--- src/hdl/assert_macros.svh ---
// Assertion helpers shared by the RTL files.
`ifndef ASSERT_MACROS_SVH
`define ASSERT_MACROS_SVH

`ifndef NO_ASSERTIONS

// Same-cycle implication on the rising clock edge, muted while in reset.
`define AST_IMPL(lbl, ck, rn, ante, cons, msg) \
    lbl: assert property (@(posedge ck) disable iff (!rn) (ante) |-> (cons)) \
        else $error(msg);

// Next-cycle implication on the rising clock edge, muted while in reset.
`define AST_NEXT(lbl, ck, rn, ante, cons, msg) \
    lbl: assert property (@(posedge ck) disable iff (!rn) (ante) |=> (cons)) \
        else $error(msg);

`else

`define AST_IMPL(lbl, ck, rn, ante, cons, msg)
`define AST_NEXT(lbl, ck, rn, ante, cons, msg)

`endif

`endif

--- src/hdl/gbsrt_pkg.sv ---
package gbsrt_pkg;

    // Default configuration
    localparam int MAX_ENTRIES_DEF = 1024;
    localparam int GRID_WIDTH_DEF  = 64;
    localparam int GRID_DEPTH_DEF  = 64;
    localparam int ID_BITS_DEF     = 16;

    // Field widths on the ports
    localparam int REQ_W   = 3;
    localparam int CX_W    = 6;
    localparam int CY_W    = 6;
    localparam int EID_W   = 16;
    localparam int POS_W   = 10;
    localparam int STAT_W  = 2;
    localparam int IDX_W   = 11;
    localparam int RCELL_W = 12;
    localparam int CNT_W   = 11;

    // Request codes
    localparam logic [REQ_W-1:0] REQ_CLEAR  = 3'd0;
    localparam logic [REQ_W-1:0] REQ_APPEND = 3'd1;
    localparam logic [REQ_W-1:0] REQ_BUILD  = 3'd2;
    localparam logic [REQ_W-1:0] REQ_QCELL  = 3'd3;
    localparam logic [REQ_W-1:0] REQ_READ   = 3'd4;

    // Status codes
    localparam logic [STAT_W-1:0] ST_OK    = 2'd0;
    localparam logic [STAT_W-1:0] ST_FULL  = 2'd1;
    localparam logic [STAT_W-1:0] ST_RANGE = 2'd2;
    localparam logic [STAT_W-1:0] ST_GRID  = 2'd3;

    // Commands from controller to datapath
    typedef struct packed {
        logic latch;
        logic append_wr;
        logic count_clr;
        logic rd_pos;
        logic rd_range;
        logic clr_start;
        logic clr_step;
        logic sort_init;
        logic rd_i;
        logic load_cur;
        logic rd_j;
        logic cmp_j;
        logic wr_i;
        logic fill_init;
        logic rd_fill;
        logic fill_step;
        logic fill_flush;
        logic out_load;
    } cmd_t;

    // Status from datapath to controller
    typedef struct packed {
        logic [REQ_W-1:0] req;
        logic             grid_ok;
        logic             full;
        logic             pos_ok;
        logic             count_zero;
        logic             clr_last;
        logic             i_last;
        logic             j_done;
        logic             fill_done;
        logic             out_free;
    } sts_t;

endpackage

--- src/hdl/gbsrt_ctrl.sv ---
`include "assert_macros.svh"

module gbsrt_ctrl
    import gbsrt_pkg::*;
(
    input  logic clk,
    input  logic rst_n,
    input  logic s_tvalid,
    output logic s_tready,
    input  sts_t sts,
    output cmd_t cmd
);

    localparam logic [3:0] S_INIT    = 4'd0;
    localparam logic [3:0] S_IDLE    = 4'd1;
    localparam logic [3:0] S_EXEC    = 4'd2;
    localparam logic [3:0] S_RESP    = 4'd3;
    localparam logic [3:0] S_SI_RD   = 4'd4;
    localparam logic [3:0] S_SI_LD   = 4'd5;
    localparam logic [3:0] S_SJ_RD   = 4'd6;
    localparam logic [3:0] S_SJ_CMP  = 4'd7;
    localparam logic [3:0] S_BCLR    = 4'd8;
    localparam logic [3:0] S_FILL_RD = 4'd9;
    localparam logic [3:0] S_FILL_ST = 4'd10;

    logic [3:0] state_reg;
    logic [3:0] state_next;

    // Advance state
    always_ff @(posedge clk or negedge rst_n)
    begin
        if (!rst_n)
        begin
            state_reg <= S_INIT;
        end
        else
        begin
            state_reg <= state_next;
        end
    end

    assign s_tready = (state_reg == S_IDLE);

    // Sequence commands
    always_comb
    begin
        state_next = state_reg;
        cmd        = '0;
        unique case (state_reg)
            S_INIT:
            begin
                cmd.clr_step = 1'b1;
                if (sts.clr_last)
                begin
                    state_next = S_IDLE;
                end
            end
            S_IDLE:
            begin
                if (s_tvalid)
                begin
                    cmd.latch  = 1'b1;
                    state_next = S_EXEC;
                end
            end
            S_EXEC:
            begin
                state_next = S_RESP;
                unique case (sts.req)
                    REQ_CLEAR:  cmd.count_clr = 1'b1;
                    REQ_APPEND: cmd.append_wr = sts.grid_ok && !sts.full;
                    REQ_BUILD:
                    begin
                        if (!sts.count_zero)
                        begin
                            cmd.sort_init = 1'b1;
                            state_next    = S_SI_RD;
                        end
                    end
                    REQ_QCELL:  cmd.rd_range = sts.grid_ok;
                    REQ_READ:   cmd.rd_pos   = sts.pos_ok;
                    default:    cmd.latch    = 1'b0;
                endcase
            end
            S_RESP:
            begin
                if (sts.out_free)
                begin
                    cmd.out_load = 1'b1;
                    state_next   = S_IDLE;
                end
            end
            S_SI_RD:
            begin
                if (sts.i_last)
                begin
                    cmd.clr_start = 1'b1;
                    state_next    = S_BCLR;
                end
                else
                begin
                    cmd.rd_i   = 1'b1;
                    state_next = S_SI_LD;
                end
            end
            S_SI_LD:
            begin
                cmd.load_cur = 1'b1;
                state_next   = S_SJ_RD;
            end
            S_SJ_RD:
            begin
                if (sts.j_done)
                begin
                    cmd.wr_i   = 1'b1;
                    state_next = S_SI_RD;
                end
                else
                begin
                    cmd.rd_j   = 1'b1;
                    state_next = S_SJ_CMP;
                end
            end
            S_SJ_CMP:
            begin
                cmd.cmp_j  = 1'b1;
                state_next = S_SJ_RD;
            end
            S_BCLR:
            begin
                cmd.clr_step = 1'b1;
                if (sts.clr_last)
                begin
                    cmd.fill_init = 1'b1;
                    state_next    = S_FILL_RD;
                end
            end
            S_FILL_RD:
            begin
                if (sts.fill_done)
                begin
                    cmd.fill_flush = 1'b1;
                    state_next     = S_RESP;
                end
                else
                begin
                    cmd.rd_fill = 1'b1;
                    state_next  = S_FILL_ST;
                end
            end
            S_FILL_ST:
            begin
                cmd.fill_step = 1'b1;
                state_next    = S_FILL_RD;
            end
            default:
            begin
                state_next = S_IDLE;
            end
        endcase
    end

    `AST_NEXT(a_accept_exec, clk, rst_n, (state_reg == S_IDLE) && s_tvalid, state_reg == S_EXEC, "accepted transfer not executed")
    `AST_IMPL(a_clr_only_sweep, clk, rst_n, cmd.clr_step, (state_reg == S_INIT) || (state_reg == S_BCLR), "table clear outside sweep")
    `AST_IMPL(a_ready_free, clk, rst_n, s_tready, !cmd.out_load && !cmd.clr_step, "input taken during work")

endmodule

--- config.mk ---
export PLATFORM = sky130hd
export DESIGN_NAME = gbsrt_ctrl
export DESIGN_NICKNAME = d
export VERILOG_FILES = /design/src/hdl/gbsrt_pkg.sv /design/src/hdl/gbsrt_ctrl.sv
export VERILOG_INCLUDE_DIRS = /design/src /design/src/hdl
export SDC_FILE = /design/constraint.sdc
export NUM_CORES = 1
export LEC_CHECK = 0
export ABC_AREA = 1
export BUFFER_PORTS_ARGS = -buffer_cell sky130_fd_sc_hd__buf_4
export CAP_MARGIN = 20
export CELL_PAD_IN_SITES_DETAIL_PLACEMENT = 0
export CELL_PAD_IN_SITES_GLOBAL_PLACEMENT = 1
export CORE_MARGIN = 4
export CORE_UTILIZATION = 23
export DETAILED_ROUTE_END_ITERATION = 6
export PLACE_DENSITY = 0.84
export SETUP_SLACK_MARGIN = 0.02
export SLEW_MARGIN = 20
export SYNTH_ARGS = -nofsm -noshare
export SYNTH_HDL_FRONTEND = slang
export SYNTH_SLANG_ARGS = --single-unit
--- constraint.sdc ---
create_clock -name clk -period 1.3 [get_ports clk]
set_input_delay 0.26 -clock clk [delete_from_list [all_inputs] [get_ports clk]]
set_output_delay 0.26 -clock clk [all_outputs]
set_load 0.1 [all_outputs]
==> results of run 1 <==
## cell usage in the layout (no fill, tap or decap)
cell,synthesis,layout
nand2_2,1,5
buf_6,0,7
nor3_2,0,1
nand4_1,1,1
buf_12,0,18
buf_4,0,38
dlygate4sd3_1,0,1
dfrtp_2,0,3
nor2_4,0,11
nor4_4,0,1
inv_1,25,14
o22ai_1,1,1
nand3_1,6,2
nor2_1,16,4
inv_2,0,4
nand2_4,0,2
clkinvlp_4,0,5
inv_8,0,1
inv_4,0,1
nor3_4,0,6
nand3_4,0,3
clkbuf_4,0,3
nor2_2,3,4
o21ai_2,0,1
dfrtp_1,4,1
o21ai_0,2,1
nand2_1,24,18
nand3_2,0,1
## power breakdown
group	leakage, uW	total (uW)	switching [uW]	internal [uW]
logic	0.000639	2490	1490	994
registers	0.0000480	274	92.9	182
clock network	0.0000138	158	54.7	103
## worst max-delay path: cells and delay by family (launching register included)
kind                   cells  cell delay [ns]
buffers and inverters      5             0.57
DFF                        1             0.42
and+or+nand+nor            2             0.22
## metrics by stage
| step | setup TNS [ns] | util, % | std cells | setup WS, ns |
|---|---|---|---|---|
| 6_report | -6.85 | 83.9 | 183 | -0.407 |
| 5_1_grt | -8.21 | 83.9 | 183 | -0.489 |
| 4_1_cts | -6.68 | 77.3 | 179 | -0.398 |
| 3_5_place_dp | -3.27 | 58.7 | 170 | -0.257 |
| 3_3_place_gp | -2.99 | 58.7 | 170 | -0.241 |
| 2_1_floorplan | -6.24 | - | 91 | -0.664 |
## layer usage
| metal | global-route usage (%) | routed length (um) |
|---|---|---|
| met1 | 13.9 | 761 |
| met2 | 38.0 | 1360 |
| met3 | 2.25 | 116 |
| met4 | 12.3 | 69 |
| met5 | 0 | 0 |
## cells in the mapped netlist
cell type,count
dfrtp_1,4
inv_1,25
nand2_1,24
nand2_2,1
nand3_1,6
nand4_1,1
nor2_1,16
nor2_2,3
nor3_1,7
nor4_1,1
o21ai_0,2
o22ai_1,1
## what timing repair did
item                       4_1_cts  5_1_grt
gates resized for setup         67       27
buffers inserted                 5        4
hold endpoints to repair         4        0
hold buffers                     1        0
setup endpoints to repair       21       22
pin swaps                        4        4
## cells by family after synthesis
| kind of cell | synth area share, % |
|---|---|
| and+or+nand+nor | 54.6 |
| DFF | 21.6 |
| buffers and inverters | 20.3 |
| AOI/OAI and AO/OA | 3.51 |
## cell type report
| cell class | instances | area, um2 |
|---|---|---|
| clock buffers | 3 | 22.5 |
| multi-input cells | 62 | 513 |
| inverters | 25 | 123 |
| fillers | 123 | 293 |
| well taps | 25 | 31.3 |
| repair buffers | 64 | 734 |
| flip-flops and latches | 4 | 104 |
## worst max-delay path by stage
stage	startpoint	to	slack, ns
after floorplan	state_reg[0]$_DFFE_PN0P_	cmd[16]	-0.66
after global placement	state_reg[0]$_DFFE_PN0P_	cmd[12]	-0.24
after detailed placement	state_reg[0]$_DFFE_PN0P_	cmd[12]	-0.26
after CTS	state_reg[0]$_DFFE_PN0P_	cmd[3]	-0.40
after global routing	state_reg[2]$_DFFE_PN0P_	cmd[16]	-0.49
final	state_reg[1]$_DFFE_PN0P_	cmd[7]	-0.41
==> impl_metrics.toml, run 1 <==
[outcome]
status = "complete, but fails checks"
violations = "negative setup slack"

[setup_path]
worst_setup_path_start_kind = "flop"
r2r-start = "state_reg[2]$_DFFE_PN0P_"
cp.arrival_ns = 1.45
rr_worst_depth = 10
critPathCaptureType = "output pin"
worstReg2RegEnd = "state_reg[1]$_DFFE_PN0P_"
cp_slowest_cell = "dfrtp_2"
required_ns = 1.04
path_class = "reg -> out"
r2r_setup_slack_ns = -0.18
critPathMaxStageDelay_ns = 0.42
path_cells = "inv_2, nor2_4, buf_4, buf_6, nand3_4, clkinvlp_4, buf_12"
crit_fanout = 5

[sta]
clock_skew_ns = 0.00460
finalSetupViolCount = 21
fmax_mhz = 586
setup_ws_ns = -0.407
maxSlewViolCount = 0
slew_headroom_pct = 83.8
final-hold-violation-count = 0
worst_pin_slew_ns = 0.242
rsz0062_at_grt = "true"
fin_crit_sh_pct = 131
holdWs_ns = 0.347
fin_crit_ns = 1.71

[place]
port_buffers = 33
dpl.hpwl_um = 1670
place_area_um2 = 1070
gp_congestion = 0.834

[cells_and_area]
n_antenna_cell = 0
final_cell_area_um2 = 1530
drive_gt1_share_pct = 72.8
fin_nets = 175
area_growth_pct = 230
largest_reg_flops = 4

[grt]
grt_overflow_total = 0
grt_pass1_wl_um = 3440
grt_usage_pct = 17.8
antenna_found_initial = 0
grt_pass1_vias = 829
grt_max_degree = 7

[yosys]
synth_top_area_share_pct = 21.6
ys_seq_area_share_pct = 21.6
netlist_area_um2 = 463
synth.distinct_cells = 12
yosysTopAreaCell = "dfrtp_1"
synthTopCellsByArea = "dfrtp_1 22%, inv_1 20%, nand2_1 19%, nor2_1 13%, nor3_1 7.6%"
syn_area_per_cell_um2 = 5.09
ys_ff_latch = 4
ys_warn_count = 0
synthCells = 91
synth_fp_nets = 106

[die]
rows = 15
die_h_um = 52.9
start_util_pct = 25.4
pin_count = 34
dieArea_um2 = 2790
core_um2 = 1820
fp.dieW_um = 52.9

[power]
pwr_density_cell_nw_per_um2 = 1910
power.total_uw = 2920
peakVddDrop_mv = 1.68
p_leak_uw = 0.000700

[clock_tree]
clkTransAtPathRegs_ns = 0.04
clock_latency_ns = 0.24
cts-root-buf = "clkbuf_4"
cts_buffers = 3
h-tree-depth = 1
cts_buffer_depth = 2
cts_tree = "yes"
clock-sinks = 4

[detailed_routing]
drc = 0
viasPerCell = 4.51
drt_pass1_iterations = 4
post_drt_wl_per_cell_um = 12.6
vias = 825
first_iter_violations = 19
drtAntennaViolNets = 0
totalWireLength_um = 2310

[run]
maxCapViolCount = 0

[hold_path]
hold_class = "in -> async"
(Power assumes the default switching activity.)
==> inputs of run 2 (changes only) <==
--- a/config.mk
+++ b/config.mk
@@ -12,9 +12,9 @@
 export CELL_PAD_IN_SITES_DETAIL_PLACEMENT = 0
 export CELL_PAD_IN_SITES_GLOBAL_PLACEMENT = 1
 export CORE_MARGIN = 4
-export CORE_UTILIZATION = 23
+export CORE_UTILIZATION = 20
 export DETAILED_ROUTE_END_ITERATION = 6
-export PLACE_DENSITY = 0.84
+export PLACE_DENSITY = 0.78
 export SETUP_SLACK_MARGIN = 0.02
 export SLEW_MARGIN = 20
 export SYNTH_ARGS = -nofsm -noshare
==> constraint.sdc (replaced) <==
create_clock -name clk -period 1.45 [get_ports clk]
set_input_delay 0.29 -clock clk [delete_from_list [all_inputs] [get_ports clk]]
set_output_delay 0.29 -clock clk [all_outputs]
set_load 0.1 [all_outputs]
==> run 2 against run 1 <==
The flow still finishes with violations (negative setup slack). Power decreased by 22%. Clock skew decreased by 0.0038 ns. Core utilization shrank 20 points. Final area is 7.8% lower. Largest power group unchanged. Critical path type unchanged. Non-clock buffer count shrank 8. Worst hold slack gained 0.049 ns.
==> impl_metrics.toml, run 2 (synthesized netlist as in run 1, its figures left out) <==
[die]
rows = 17
core_um2 = 2210
dieArea_um2 = 3150
die_h_um = 56.1
pin_count = 34
fp.dieW_um = 56.1
start_util_pct = 20.9

[sta]
rsz0062_at_grt = "true"
final-hold-violation-count = 0
clock_skew_ns = 0.000808
fin_crit_ns = 1.72
finalSetupViolCount = 19
fmax_mhz = 583
finalSetupTns_ns = -3.38
worst_pin_slew_ns = 0.217
slew_headroom_pct = 85.5
fin_crit_sh_pct = 118
setup_ws_ns = -0.266
maxSlewViolCount = 0

[detailed_routing]
first_iter_violations = 10
drc = 0
viasPerCell = 4.22
post_drt_wl_per_cell_um = 9.90
totalWireLength_um = 1760
drt_pass1_iterations = 2
drtAntennaViolNets = 0
vias = 751

[clock_tree]
cts-root-buf = "clkbuf_4"
cts_tree = "yes"
clock_latency_ns = 0.22
clock-sinks = 4
clkTransAtPathRegs_ns = 0.03
cts_buffer_depth = 2
h-tree-depth = 1
cts_buffers = 3

[cells_and_area]
drive_gt1_share_pct = 64.7
layout_common_cells = "33 x buf_4, 20 x nand2_1, 19 x buf_12"
largest_reg_flops = 4
fin_cells = 178
n_antenna_cell = 0
fin_nets = 167
fillers = 196
final_common_cell = "buf_4"
final_cell_area_um2 = 1410
area_growth_pct = 204
final_util_pct = 63.7

[setup_path]
cp_slowest_cell = "dfrtp_2"
critPathCaptureType = "output pin"
r2r_setup_slack_ns = 0.04
path_class = "reg -> out"
critPathMaxStageDelay_ns = 0.45
cp.arrival_ns = 1.43
required_ns = 1.16
rr_worst_depth = 8
r2r-start = "state_reg[2]$_DFFE_PN0P_"
path_cells = "nor2_4, nand2_2, nor3_4, buf_12"
worstReg2RegEnd = "state_reg[0]$_DFFE_PN0P_"
crit_fanout = 5
worst_setup_path_start_kind = "flop"

[place]
port_buffers = 33
gp_congestion = 0.803
dpl.cell_count = 173
place_area_um2 = 1080
dpl.hpwl_um = 1540
dp_slack_ns = -0.122

[power]
pwr-share-seq_pct = 10.1
p_int_uw = 999
peakVddDrop_mv = 0.874
p_leak_uw = 0.000655
pwr_density_cell_nw_per_um2 = 1630
power_switching_uw = 1290
comb_power_share_pct = 84.4
p_sw_share_pct = 56.4
clockPowerShare_pct = 5.5

[grt]
grt_overflow_total = 0
grt_pass1_vias = 807
antenna_found_initial = 0
grt_pass1_wl_um = 3220
grt_usage_pct = 12.4
grt_max_degree = 7

[outcome]
status = "complete, but fails checks"
violations = "negative setup slack"

[hold_path]
hold_class = "in -> async"

[run]
maxCapViolCount = 0
[run 2: cell types whose count changed in the layout (fill, tap and decap cells not counted), sizes merged]
cell	delta
buf	-8
[run 2: metal layers]
layer / GRT usage (%) / share of wire (%) / vias up
li1: - / - / 390
met1: 12.8 / 36 / 337
met2: 25.5 / 58 / 24
met3: 1.62 / 6.1 / 0
met4: 3.05 / 0 / 0
met5: 0 / 0 / -
[run 2: stage by stage]
step	hold slack, ns	total power, uW
global route	0.395	2450
detailed placement	0.0868	1840
finish	0.396	2290
CTS	0.393	2250
floorplan	-0.00559	1360
global placement	0.0861	1830
[run 2: how the worst max path moves through the flow]
stage | startpoint | to | cells past startpoint | slack [ns]
2_1_floorplan | state_reg[0]$_DFFE_PN0P_ | cmd[16] | 3 | -0.54
3_3_place_gp | state_reg[2]$_DFFE_PN0P_ | cmd[3] | 6 | -0.09
3_5_place_dp | state_reg[3]$_DFFE_PN0P_ | cmd[3] | 7 | -0.12
4_1_cts | state_reg[1]$_DFFE_PN0P_ | cmd[14] | 5 | -0.26
5_1_grt | state_reg[1]$_DFFE_PN0P_ | cmd[14] | 5 | -0.35
6_report | state_reg[2]$_DFFE_PN0P_ | cmd[14] | 4 | -0.27
[run 2: cell type report]
type / count / area (um2) / share of cell area [%]
flip-flops and latches: 4 / 103 / 7.28
inverters: 25 / 115 / 8.17
multi-input cells: 62 / 462 / 32.8
repair buffers: 56 / 672 / 47.7
well taps: 28 / 35.0 / 2.49
clock buffers: 3 / 22.5 / 1.60
[run 2: power by group through the flow]
stage | registers [uW] | clock network, uW | logic (uW)
after global routing | 238 | 149 | 2060
after CTS | 228 | 132 | 1890
after global placement | 223 | 0 | 1600
after detailed placement | 225 | 0 | 1620
after floorplan | 225 | 0 | 1140
final | 231 | 127 | 1930
[run 2: repair_timing]
item                                    4_1_cts  5_1_grt
hold endpoints to repair                      4        0
gates resized for setup                      63        9
buffers inserted                              0        1
endpoints found under the setup margin       20       21
pin swaps                                     2        1
cloned                                        0        0
hold buffers                                  1        0
[run 2: worst max-delay path, delay by kind of cell, from the launching register on]
| family | cells | cell delay, ns |
|---|---|---|
| buf+inv | 1 | 0.20 |
| flops | 1 | 0.45 |
| simple gates | 3 | 0.55 |
